## src/hdl/gclbb_pkg.sv

```systemverilog
// Shared types and constants for the G-code line bounding box unit.
// No dependencies.
package gclbb_pkg;

  localparam int CoordW = 24;

  typedef logic signed [CoordW-1:0] coord_t;
  typedef logic [CoordW-1:0]        mag_t;

  // Magnitude saturates one past the positive limit so that a negative
  // value can reach the most negative code.
  localparam mag_t   MagCap = 24'h800000;
  localparam coord_t PosCap = 24'sh7FFFFF;

  localparam logic OpByte  = 1'b0;
  localparam logic OpClear = 1'b1;

  localparam logic [7:0] ChLf    = 8'h0A;
  localparam logic [7:0] ChCr    = 8'h0D;
  localparam logic [7:0] ChSpace = 8'h20;
  localparam logic [7:0] ChPlus  = 8'h2B;
  localparam logic [7:0] ChMinus = 8'h2D;
  localparam logic [7:0] ChDot   = 8'h2E;
  localparam logic [7:0] ChZero  = 8'h30;
  localparam logic [7:0] ChOne   = 8'h31;
  localparam logic [7:0] ChNine  = 8'h39;
  localparam logic [7:0] ChG     = 8'h47;
  localparam logic [7:0] ChX     = 8'h58;
  localparam logic [7:0] ChY     = 8'h59;

  localparam logic [1:0] FracMax = 2'd3;

  // Number parser state: magnitude in thousandths plus flags.
  typedef struct packed {
    logic       begun;
    logic       stop;
    logic       dot;
    logic       neg;
    logic [1:0] fcnt;
    mag_t       accum;
  } num_t;

  // Weight of the next fraction digit in thousandths.
  function automatic logic [6:0] frac_weight(input logic [1:0] fcnt);
    logic [6:0] w;
    case (fcnt)
      2'd0:    w = 7'd100;
      2'd1:    w = 7'd10;
      default: w = 7'd1;
    endcase
    return w;
  endfunction

endpackage

```

## src/hdl/gclbb_in_if.sv

```systemverilog
// Input channel of the bounding box unit: op and text byte.
// Depends on nothing.
interface gclbb_in_if;
  logic       valid;
  logic       ready;
  logic       op;
  logic [7:0] ch;

  modport source (output valid, op, ch, input ready);
  modport sink   (input valid, op, ch, output ready);
endinterface

```

## src/hdl/gclbb_out_if.sv

```systemverilog
// Result channel of the bounding box unit: box and line flag.
// Depends on gclbb_pkg.
interface gclbb_out_if;
  import gclbb_pkg::*;

  logic   valid;
  logic   ready;
  coord_t box_x_min;
  coord_t box_x_max;
  coord_t box_y_min;
  coord_t box_y_max;
  logic   line_counted;

  modport source (output valid, box_x_min, box_x_max, box_y_min, box_y_max,
                  line_counted, input ready);
  modport sink   (input valid, box_x_min, box_x_max, box_y_min, box_y_max,
                  line_counted, output ready);
endinterface

```

## src/hdl/gclbb_num.sv

```systemverilog
// Coordinate word parser step: next parser state for one byte, and the
// signed saturated value of the current state. Depends on gclbb_pkg.
module gclbb_num (
  input  gclbb_pkg::num_t   cur,
  input  logic [7:0]        ch,
  output gclbb_pkg::num_t   nxt,
  output gclbb_pkg::coord_t value
);
  import gclbb_pkg::*;

  logic       is_digit;
  logic [3:0] digit;
  logic [27:0] wide;

  assign is_digit = (ch >= ChZero) && (ch <= ChNine);
  assign digit    = ch[3:0];

  always_comb begin
    nxt  = cur;
    wide = 28'(cur.accum);
    if (!cur.stop) begin
      nxt.begun = 1'b1;
      if ((ch == ChPlus || ch == ChMinus) && !cur.begun) begin
        if (ch == ChMinus) nxt.neg = 1'b1;
      end else if (is_digit) begin
        if (!cur.dot) begin
          // accum * 10 + digit * 1000
          wide = {1'b0, cur.accum, 3'b000} + {3'b000, cur.accum, 1'b0}
               + 28'(digit) * 28'd1000;
        end else if (cur.fcnt < FracMax) begin
          wide = 28'(cur.accum) + 28'(digit) * 28'(frac_weight(cur.fcnt));
          nxt.fcnt = cur.fcnt + 2'd1;
        end
        nxt.accum = (wide > 28'(MagCap)) ? MagCap : wide[CoordW-1:0];
      end else if (ch == ChDot && !cur.dot) begin
        nxt.dot = 1'b1;
      end else begin
        nxt.stop = 1'b1;
      end
    end
  end

  always_comb begin
    if (cur.neg) begin
      value = coord_t'(-cur.accum);
    end else if (cur.accum > mag_t'(PosCap)) begin
      value = PosCap;
    end else begin
      value = coord_t'(cur.accum);
    end
  end

endmodule

```

## src/hdl/gcode_line_bounding_box_unit.sv

```systemverilog
// G-code X/Y bounding box unit: one byte per cycle, box emitted at each LF.
// A request is registered in the input register, then processed; its result (LF only)
// is loaded into the output register when the request leaves the input register.
// Throughput: one request per cycle; an LF waiting on a stalled result stalls the input.
// Reset (rst, synchronous): box and line state cleared, channels empty.
// Depends on gclbb_pkg, gclbb_in_if, gclbb_out_if, gclbb_num.
module gcode_line_bounding_box_unit #(
  parameter int MAX_LINE = 256
) (
  input logic         clk,
  input logic         rst,
  gclbb_in_if.sink    item,
  gclbb_out_if.source result
);
  import gclbb_pkg::*;

  localparam int PosW = $clog2(MAX_LINE);
  localparam logic [PosW-1:0] PosLimit = PosW'(MAX_LINE - 1);

  typedef enum logic [1:0] {ScanNormal, ScanX, ScanY} scan_t;

  // input register
  logic       s1_valid;
  logic       s1_op;
  logic [7:0] s1_ch;

  // box and line state
  coord_t bxl, bxh, byl, byh;
  coord_t pxl, pxh, pyl, pyh;
  logic [1:0] pvalid;
  logic   motion, after_g;
  scan_t  scan;
  num_t   num;
  logic [PosW-1:0] pos;

  coord_t bxl_next, bxh_next, byl_next, byh_next;
  coord_t pxl_next, pxh_next, pyl_next, pyh_next;
  logic [1:0] pvalid_next;
  logic   motion_next, after_g_next;
  scan_t  scan_next;
  num_t   num_next;
  logic [PosW-1:0] pos_next;

  num_t   num_step;
  coord_t word_value;
  coord_t fxl, fxh, fyl, fyh;
  logic [1:0] fvalid;
  logic   word_end, produce, s1_fire;

  // result register
  logic   res_valid;
  coord_t res_xl, res_xh, res_yl, res_yh;
  logic   res_counted;

  gclbb_num u_num (
    .cur   (num),
    .ch    (s1_ch),
    .nxt   (num_step),
    .value (word_value)
  );

  assign produce = (s1_op == OpByte) && (s1_ch == ChLf);
  assign s1_fire = s1_valid && (!produce || !res_valid || result.ready);
  assign item.ready = !s1_valid || s1_fire;

  assign word_end = (scan != ScanNormal)
                  && (s1_ch == ChLf || s1_ch == ChSpace || s1_ch == ChCr);

  // line extremes with the word that ends at this byte folded in
  always_comb begin
    fxl    = pxl;
    fxh    = pxh;
    fyl    = pyl;
    fyh    = pyh;
    fvalid = pvalid;
    if (word_end && scan == ScanX) begin
      fvalid[0] = 1'b1;
      if (!pvalid[0]) begin
        fxl = word_value;
        fxh = word_value;
      end else begin
        if (word_value < pxl) fxl = word_value;
        if (word_value > pxh) fxh = word_value;
      end
    end
    if (word_end && scan == ScanY) begin
      fvalid[1] = 1'b1;
      if (!pvalid[1]) begin
        fyl = word_value;
        fyh = word_value;
      end else begin
        if (word_value < pyl) fyl = word_value;
        if (word_value > pyh) fyh = word_value;
      end
    end
  end

  always_comb begin
    bxl_next = bxl;  bxh_next = bxh;  byl_next = byl;  byh_next = byh;
    pxl_next = pxl;  pxh_next = pxh;  pyl_next = pyl;  pyh_next = pyh;
    pvalid_next  = pvalid;
    motion_next  = motion;
    after_g_next = after_g;
    scan_next    = scan;
    num_next     = num;
    pos_next     = pos;
    if (s1_op == OpClear) begin
      bxl_next = '0;  bxh_next = '0;  byl_next = '0;  byh_next = '0;
      pxl_next = '0;  pxh_next = '0;  pyl_next = '0;  pyh_next = '0;
      pvalid_next  = '0;
      motion_next  = 1'b0;
      after_g_next = 1'b0;
      scan_next    = ScanNormal;
      num_next     = '0;
      pos_next     = '0;
    end else begin
      if (after_g && (s1_ch == ChZero || s1_ch == ChOne)) motion_next = 1'b1;
      after_g_next = (s1_ch == ChG);
      if (s1_ch == ChLf) begin
        if (motion_next) begin
          if (fvalid[0]) begin
            if (fxl < bxl) bxl_next = fxl;
            if (fxh > bxh) bxh_next = fxh;
          end
          if (fvalid[1]) begin
            if (fyl < byl) byl_next = fyl;
            if (fyh > byh) byh_next = fyh;
          end
        end
        pxl_next = '0;  pxh_next = '0;  pyl_next = '0;  pyh_next = '0;
        pvalid_next  = '0;
        motion_next  = 1'b0;
        after_g_next = 1'b0;
        scan_next    = ScanNormal;
        num_next     = '0;
        pos_next     = '0;
      end else if (scan != ScanNormal) begin
        if (word_end) begin
          pxl_next = fxl;  pxh_next = fxh;  pyl_next = fyl;  pyh_next = fyh;
          pvalid_next = fvalid;
          scan_next   = ScanNormal;
          num_next    = '0;
          if (pos < PosLimit) pos_next = pos + 1'b1;
        end else begin
          num_next = num_step;
        end
      end else if (pos < PosLimit) begin
        if (s1_ch == ChX) begin
          scan_next = ScanX;
          num_next  = '0;
        end else if (s1_ch == ChY) begin
          scan_next = ScanY;
          num_next  = '0;
        end else begin
          pos_next = pos + 1'b1;
        end
      end
    end
  end

  always_ff @(posedge clk) begin
    if (rst) begin
      s1_valid  <= 1'b0;
      res_valid <= 1'b0;
      bxl <= '0;  bxh <= '0;  byl <= '0;  byh <= '0;
      pxl <= '0;  pxh <= '0;  pyl <= '0;  pyh <= '0;
      pvalid  <= '0;
      motion  <= 1'b0;
      after_g <= 1'b0;
      scan    <= ScanNormal;
      num     <= '0;
      pos     <= '0;
    end else begin
      if (item.ready) begin
        s1_valid <= item.valid;
      end
      if (s1_fire) begin
        bxl <= bxl_next;  bxh <= bxh_next;  byl <= byl_next;  byh <= byh_next;
        pxl <= pxl_next;  pxh <= pxh_next;  pyl <= pyl_next;  pyh <= pyh_next;
        pvalid  <= pvalid_next;
        motion  <= motion_next;
        after_g <= after_g_next;
        scan    <= scan_next;
        num     <= num_next;
        pos     <= pos_next;
      end
      if (s1_fire && produce) begin
        res_valid <= 1'b1;
      end else if (result.ready) begin
        res_valid <= 1'b0;
      end
    end
  end

  // payload registers
  always_ff @(posedge clk) begin
    if (item.ready && item.valid) begin
      s1_op <= item.op;
      s1_ch <= item.ch;
    end
    if (s1_fire && produce) begin
      res_xl      <= bxl_next;
      res_xh      <= bxh_next;
      res_yl      <= byl_next;
      res_yh      <= byh_next;
      res_counted <= motion && !(s1_op == OpClear);
    end
  end

  assign result.valid        = res_valid;
  assign result.box_x_min    = res_xl;
  assign result.box_x_max    = res_xh;
  assign result.box_y_min    = res_yl;
  assign result.box_y_max    = res_yh;
  assign result.line_counted = res_counted;

`ifndef SYNTHESIS
  // the box always holds the origin
  a_box_origin: assert property (@(posedge clk) disable iff (rst)
    bxl <= 0 && bxh >= 0 && byl <= 0 && byh >= 0)
    else $error("bounding box lost the origin");

  a_mag_cap: assert property (@(posedge clk) disable iff (rst)
    num.accum <= MagCap)
    else $error("number magnitude above cap");

  a_pos_limit: assert property (@(posedge clk) disable iff (rst)
    pos <= PosLimit)
    else $error("position count above limit");

  a_result_load: assert property (@(posedge clk) disable iff (rst)
    s1_fire && produce |=> result.valid)
    else $error("newline request produced no result");
`endif

endmodule

```

## src/flat_wrapper.sv

```systemverilog
// flat-port wrapper written by rule: the top's interface ports become plain ports
module gcode_line_bounding_box_unit_flat import gclbb_pkg::*;
#(
  parameter int MAX_LINE = 256
)
  (clk, rst, item_valid, item_op, item_ch, item_ready, result_valid, result_box_x_min, result_box_x_max, result_box_y_min, result_box_y_max, result_line_counted, result_ready);
  gclbb_in_if item_i ();
  gclbb_out_if result_i ();
  input logic clk;
  input logic rst;
  input wire logic [$bits(item_i.valid)-1:0] item_valid;
  input wire logic [$bits(item_i.op)-1:0] item_op;
  input wire logic [$bits(item_i.ch)-1:0] item_ch;
  output wire logic [$bits(item_i.ready)-1:0] item_ready;
  output wire logic [$bits(result_i.valid)-1:0] result_valid;
  output wire logic [$bits(result_i.box_x_min)-1:0] result_box_x_min;
  output wire logic [$bits(result_i.box_x_max)-1:0] result_box_x_max;
  output wire logic [$bits(result_i.box_y_min)-1:0] result_box_y_min;
  output wire logic [$bits(result_i.box_y_max)-1:0] result_box_y_max;
  output wire logic [$bits(result_i.line_counted)-1:0] result_line_counted;
  input wire logic [$bits(result_i.ready)-1:0] result_ready;
  assign item_i.valid = item_valid;
  assign item_i.op = item_op;
  assign item_i.ch = item_ch;
  assign item_ready = item_i.ready;
  assign result_valid = result_i.valid;
  assign result_box_x_min = result_i.box_x_min;
  assign result_box_x_max = result_i.box_x_max;
  assign result_box_y_min = result_i.box_y_min;
  assign result_box_y_max = result_i.box_y_max;
  assign result_line_counted = result_i.line_counted;
  assign result_i.ready = result_ready;
  gcode_line_bounding_box_unit #(.MAX_LINE(MAX_LINE)) u_core (.clk(clk), .rst(rst), .item(item_i), .result(result_i));
endmodule
```

## config.mk

```make
export PLATFORM = sky130hd
export DESIGN_NAME = gcode_line_bounding_box_unit_flat
export DESIGN_NICKNAME = d
export VERILOG_FILES = /design/src/hdl/gclbb_pkg.sv /design/src/hdl/gclbb_in_if.sv /design/src/hdl/gclbb_out_if.sv /design/src/hdl/gclbb_num.sv /design/src/hdl/gcode_line_bounding_box_unit.sv /design/src/flat_wrapper.sv
export SDC_FILE = /design/constraint.sdc
export NUM_CORES = 1
export LEC_CHECK = 0
export ABC_AREA = 1
export BUFFER_PORTS_ARGS = -buffer_cell sky130_fd_sc_hd__buf_2
export CELL_PAD_IN_SITES_DETAIL_PLACEMENT = 0
export CELL_PAD_IN_SITES_GLOBAL_PLACEMENT = 1
export CORE_MARGIN = 2
export CORE_UTILIZATION = 50
export DETAILED_ROUTE_END_ITERATION = 7
export GPL_TIMING_DRIVEN = 1
export PLACE_DENSITY = 0.85
export SKIP_CTS_REPAIR_TIMING = 1
export SLEW_MARGIN = 40
export SYNTH_ARGS = -nofsm -noshare
export SYNTH_HDL_FRONTEND = slang
export SYNTH_SLANG_ARGS = --single-unit
```

## constraint.sdc

```tcl
create_clock -name clk -period 16.88 [get_ports clk]
set_clock_uncertainty 0.2 [all_clocks]
set_input_delay 0.844 -clock clk [delete_from_list [all_inputs] [get_ports clk]]
set_output_delay 0.844 -clock clk [all_outputs]
set_load 0.1 [all_outputs]
```

==> impl_summary.txt <==
----------------------------------------------------
[Synth]
  Post-Synth XOR/XNOR Area ... less than 1%
  Seq/Total Area, Yosys ... 32.4%
  Largest family of logic cells by synthesized area ... simple AND/OR/NAND/NOR gates
  Number of synthesized register bits ... 344
  Number of flops mapped to enable cells by yosys ... between 100 and 150
  Cell area after synthesis ... about 25000 µm²
  Simple-gate share of the synthesized area ... approximately 20%
  Warnings from Yosys ... 0
  Post-synthesis cell type with the largest combined area ... sky130_fd_sc_hd__dfxtp_1
  Top flip-flop cell by instance count after synthesis ... sky130_fd_sc_hd__dfxtp_1
  Share of cell area taken by muxes after synthesis ... 0%
  Main area contributors after synthesis ... sky130_fd_sc_hd__dfxtp_1, sky130_fd_sc_hd__ha_1, sky130_fd_sc_hd__edfxtp_1
  Fraction of the mapped netlist area in compound gates ... a little under a fifth
  Fraction of synthesized cell area taken by the top area cell type ... between 10% and 20%
  Fraction of registers with async set or reset after synthesis ... 0%
  Post-Synthesis Mean Instance Area ... roughly 7.3 µm²
  Distinct cells, synth ... between 50 and 60
  Cell count after synthesis ... 3345
  Syn nets ... between 3k and 4k
  Area share of fa/ha/maj cells after synthesis ... 16.5%

[Power and ir drop]
  VDD IR max ... 71.4 µV
  Leakage ... 0.0124 µW
  Power density normalized to cell area ... between 70 and 80 nW/µm²

[Flow run]
  Max-cap viol count ... 0

[Timing]
  Max-slew violations ... 0
  Headroom to the max-slew limit ... 42.9%
  Period minus WS final ... about 8 ns
  Unrepaired setup endpoints after global routing ... false
  Highest clock frequency the design can meet ... 0.123 GHz
  Aggregate negative setup slack ... 0 ns
  Period utilization ... roughly 48%
  Total count of hold-check failures in the final report ... 0
  Worst-margin pin slew ... 0.856 ns
  Number of setup violations in the final report ... 0

[GRT]
  Largest net degree at the start of global routing ... 161
  Met2 Resource Use GR ... 46.0%
  M1 GR Usage ... a little over a third
  Number of antenna violations at the first check in global routing ... 0
  Busiest metal layer after global routing ... met2
  Number of global-route vias before repair ... 21.2k
  Wire length of the first global-routing pass ... 112000 µm
  Met3 usage in global routing ... under 10%
  Total routing resource utilization after global routing ... between 20% and 30%
  Total congestion overflow ... 0

[Clock tree]
  Clock transition at path regs ... roughly 0.06 ns
  Total number of clock tree sinks ... 344
  Total clock buffers created by CTS ... 39
  TritonCTS clock tree ... done
  Clock Tree Buf Depth ... 3
  CTS HTree Levels ... 2
  Worst-skew pair later-pin latency ... ~0.56 ns
  CTS root buffer ... sky130_fd_sc_hd__clkbuf_16

[Min path]
  Hold crit path type ... in2reg
  Hold depth ... 1

[Detailed routing]
  Iter 0 DRT Violations ... 1550
  Residual antenna-violating net count after detailed routing ... 0
  Detailed Route WL ... a little under 70000 µm
  Number of design rule violations left after detail routing ... 0
  Count of vias placed by the detailed router ... ~22k
  Average vias per placed instance ... 5.52
  Drt first pass iters ... 6
  WL per Instance ... 17.2 µm

[Final layout]
  Area Overhead vs Synth ... 9.61%
  Multi-input gate area ... around 14000 µm²
  Fraction of layout cells with a size suffix above 1 ... a little under a tenth
  Number of fill cells ... about 4.7k
  End-of-flow core utilization ... 55.2%
  Area used by sequential logic in the layout ... around 8000 µm²
  Number of antenna diodes ... 0
  Max reg flops ... 30
  Post-layout nets ... around 3.7k
  Largest Register ... u_core.num

[Floorplan]
  Total Die Area ... between 50000 and 60000 µm²
  Chip height ... about 230 µm
  Count of standard-cell rows ... 81
  Initial core utilization ... around half
  Core area ... 48600 µm²
  Boundary Pins ... around 110
  Die boundary width ... between 200 and 250 µm

[Critical path]
  Kind of end point of the critical path ... flop
  Data arrival, critical path ... 8.25 ns
  CP required ... ~17 ns
  Critical Path Start Type ... flop
  Depth of the worst register-to-register path ... 37
  Slowest stage delay, CP ... about 0.5 ns
  Category of the critical setup timing path ... reg2reg
  Crit-path most repeated cell ... sky130_fd_sc_hd__nand4_1
  Max FO, Critical Path ... 40
  Slowest library cell on the worst path ... sky130_fd_sc_hd__nand2_1

[Place]
  Weighted congestion reported at the end of routability-driven placement ... ~0.94
  Total of buffers placed on input and output ports ... approximately 110
  Placed wire-length estimate after detailed placement ... 51700 µm

[Outcome]
  Status ... complete, no violations

----------------------------------------------------
==> path summary, 6_finish.rpt <==
| kind | endpoint | slack [ns] | from |
|---|---|---|---|
| max reg2reg | u_core.result.box_x_max[21]$_DFFE_PP_ | 8.72 | u_core.num[0]$_SDFFE_PP0P_ |
| min | u_core.s1_ch[1]$_DFFE_PP_ | 0.26 | item_ch[1] |
| min reg2reg | u_core.pxl[2]$_SDFFE_PP0P_ | 0.27 | u_core.pxl[2]$_SDFFE_PP0P_ |
| max | u_core.result.box_x_max[21]$_DFFE_PP_ | 8.72 | u_core.num[0]$_SDFFE_PP0P_ |
==> Yosys cell counts, types with 3 or more instances <==
master and n:
sky130_fd_sc_hd__a211oi_1 12, sky130_fd_sc_hd__a21o_1 3, sky130_fd_sc_hd__a21oi_1 408, sky130_fd_sc_hd__a21oi_2 18, sky130_fd_sc_hd__a221oi_1 6, sky130_fd_sc_hd__a31oi_1 6, sky130_fd_sc_hd__buf_1 8, sky130_fd_sc_hd__buf_2 33
sky130_fd_sc_hd__buf_4 4, sky130_fd_sc_hd__buf_6 4, sky130_fd_sc_hd__clkbuf_1 96, sky130_fd_sc_hd__clkinv_1 3, sky130_fd_sc_hd__dfxtp_1 238, sky130_fd_sc_hd__edfxtp_1 106, sky130_fd_sc_hd__fa_1 33, sky130_fd_sc_hd__ha_1 271
sky130_fd_sc_hd__inv_1 591, sky130_fd_sc_hd__inv_2 5, sky130_fd_sc_hd__nand2_1 644, sky130_fd_sc_hd__nand2_2 19, sky130_fd_sc_hd__nand2_4 3, sky130_fd_sc_hd__nand3_1 107, sky130_fd_sc_hd__nand3_2 23, sky130_fd_sc_hd__nand3b_1 3
sky130_fd_sc_hd__nand4_1 76, sky130_fd_sc_hd__nor2_1 128, sky130_fd_sc_hd__nor2_2 6, sky130_fd_sc_hd__nor3_1 29, sky130_fd_sc_hd__nor3_2 8, sky130_fd_sc_hd__nor3_4 3, sky130_fd_sc_hd__nor4_1 13, sky130_fd_sc_hd__o211ai_1 9
sky130_fd_sc_hd__o21a_1 15, sky130_fd_sc_hd__o21ai_0 308, sky130_fd_sc_hd__o21ai_1 35, sky130_fd_sc_hd__o21ai_2 5, sky130_fd_sc_hd__o21bai_1 4, sky130_fd_sc_hd__o221a_2 3, sky130_fd_sc_hd__o221ai_1 8, sky130_fd_sc_hd__or2_2 9
sky130_fd_sc_hd__xnor2_1 7, sky130_fd_sc_hd__xor2_1 15
==> power by group <==
part           switching (µW)  internal, µW
combinational             227           116
sequential               13.4           869
clock                     353           547
total                     593          1530
==> layer usage <==
layer | vias to the layer above | wire length (µm)
met1 | 10400 | 30900
met2 | 599 | 32200
met3 | 142 | 3630
met5 | - | 0
met4 | 0 | 2550
li1 | 11100 | -
==> placed cells by master, fill, tap and decap left out, types with 6 or more instances in the layout <==
| cell type | instances |
|---|---|
| sky130_fd_sc_hd__a211oi_1 | 12 |
| sky130_fd_sc_hd__or2_2 | 9 |
| sky130_fd_sc_hd__buf_2 | 110 |
| sky130_fd_sc_hd__a21oi_2 | 18 |
| sky130_fd_sc_hd__a221oi_1 | 6 |
| sky130_fd_sc_hd__o221ai_1 | 8 |
| sky130_fd_sc_hd__clkinv_2 | 9 |
| sky130_fd_sc_hd__xnor2_1 | 7 |
| sky130_fd_sc_hd__inv_1 | 588 |
| sky130_fd_sc_hd__nor3_1 | 29 |
| sky130_fd_sc_hd__dfxtp_1 | 238 |
| sky130_fd_sc_hd__clkbuf_16 | 40 |
| sky130_fd_sc_hd__edfxtp_1 | 106 |
| sky130_fd_sc_hd__o211ai_1 | 9 |
| sky130_fd_sc_hd__nor2_2 | 6 |
| sky130_fd_sc_hd__o21ai_0 | 305 |
| sky130_fd_sc_hd__nor3_2 | 8 |
| sky130_fd_sc_hd__o21a_1 | 15 |
| sky130_fd_sc_hd__nand2_2 | 20 |
| sky130_fd_sc_hd__bufinv_16 | 6 |
| sky130_fd_sc_hd__nand2_1 | 643 |
| sky130_fd_sc_hd__xor2_1 | 15 |
| sky130_fd_sc_hd__nand3_1 | 106 |
| sky130_fd_sc_hd__a21oi_1 | 408 |
| sky130_fd_sc_hd__nand4_1 | 76 |
| sky130_fd_sc_hd__a31oi_1 | 6 |
| sky130_fd_sc_hd__inv_2 | 6 |
| sky130_fd_sc_hd__o21ai_1 | 36 |
| sky130_fd_sc_hd__ha_1 | 271 |
| sky130_fd_sc_hd__nor4_1 | 13 |
| sky130_fd_sc_hd__nor2_1 | 127 |
| sky130_fd_sc_hd__nand3_2 | 24 |
| sky130_fd_sc_hd__buf_4 | 27 |
| sky130_fd_sc_hd__fa_1 | 33 |
==> cell type report <==
cell class	instances	area share, %
timing repair buffer	142	3.05
multi-input combinational	2256	51.0
inverter	600	8.43
clock inverter	20	0.950
clock buffer	50	4.05
tap	622	2.90
sequential	344	29.6
==> cells by family after synthesis <==
group,count (synthesis)
simple gates,1081
flops,344
buf+inv,745
fa+ha+maj,304
xor+xnor,22
compound gates,849
==> metrics by stage <==
stage / power (µW) / hold slack (ns) / worst slack, ns / std cells / area (µm²)
floorplan: 1160 / 0.244 / 10.74 / 3345 / 24500
global placement: 1230 / 0.253 / 9.00 / 3964 / 25500
detailed placement: 1240 / 0.260 / 8.85 / 3964 / 25500
CTS: 2140 / 0.242 / 8.83 / 4034 / 26900
global route: 2220 / 0.249 / 7.81 / 4034 / 26900
finish: 2120 / 0.264 / 8.72 / 4034 / 26900
==> critical path: cells and delay by family, from the launching register on <==
family	cells	cell delay [ns]
flops	1	0.39
compound gates	7	1.20
simple gates	20	3.76
fa+ha+maj	2	0.78
buf+inv	7	1.41
xor+xnor	1	0.14
(Power assumes the default switching activity.)
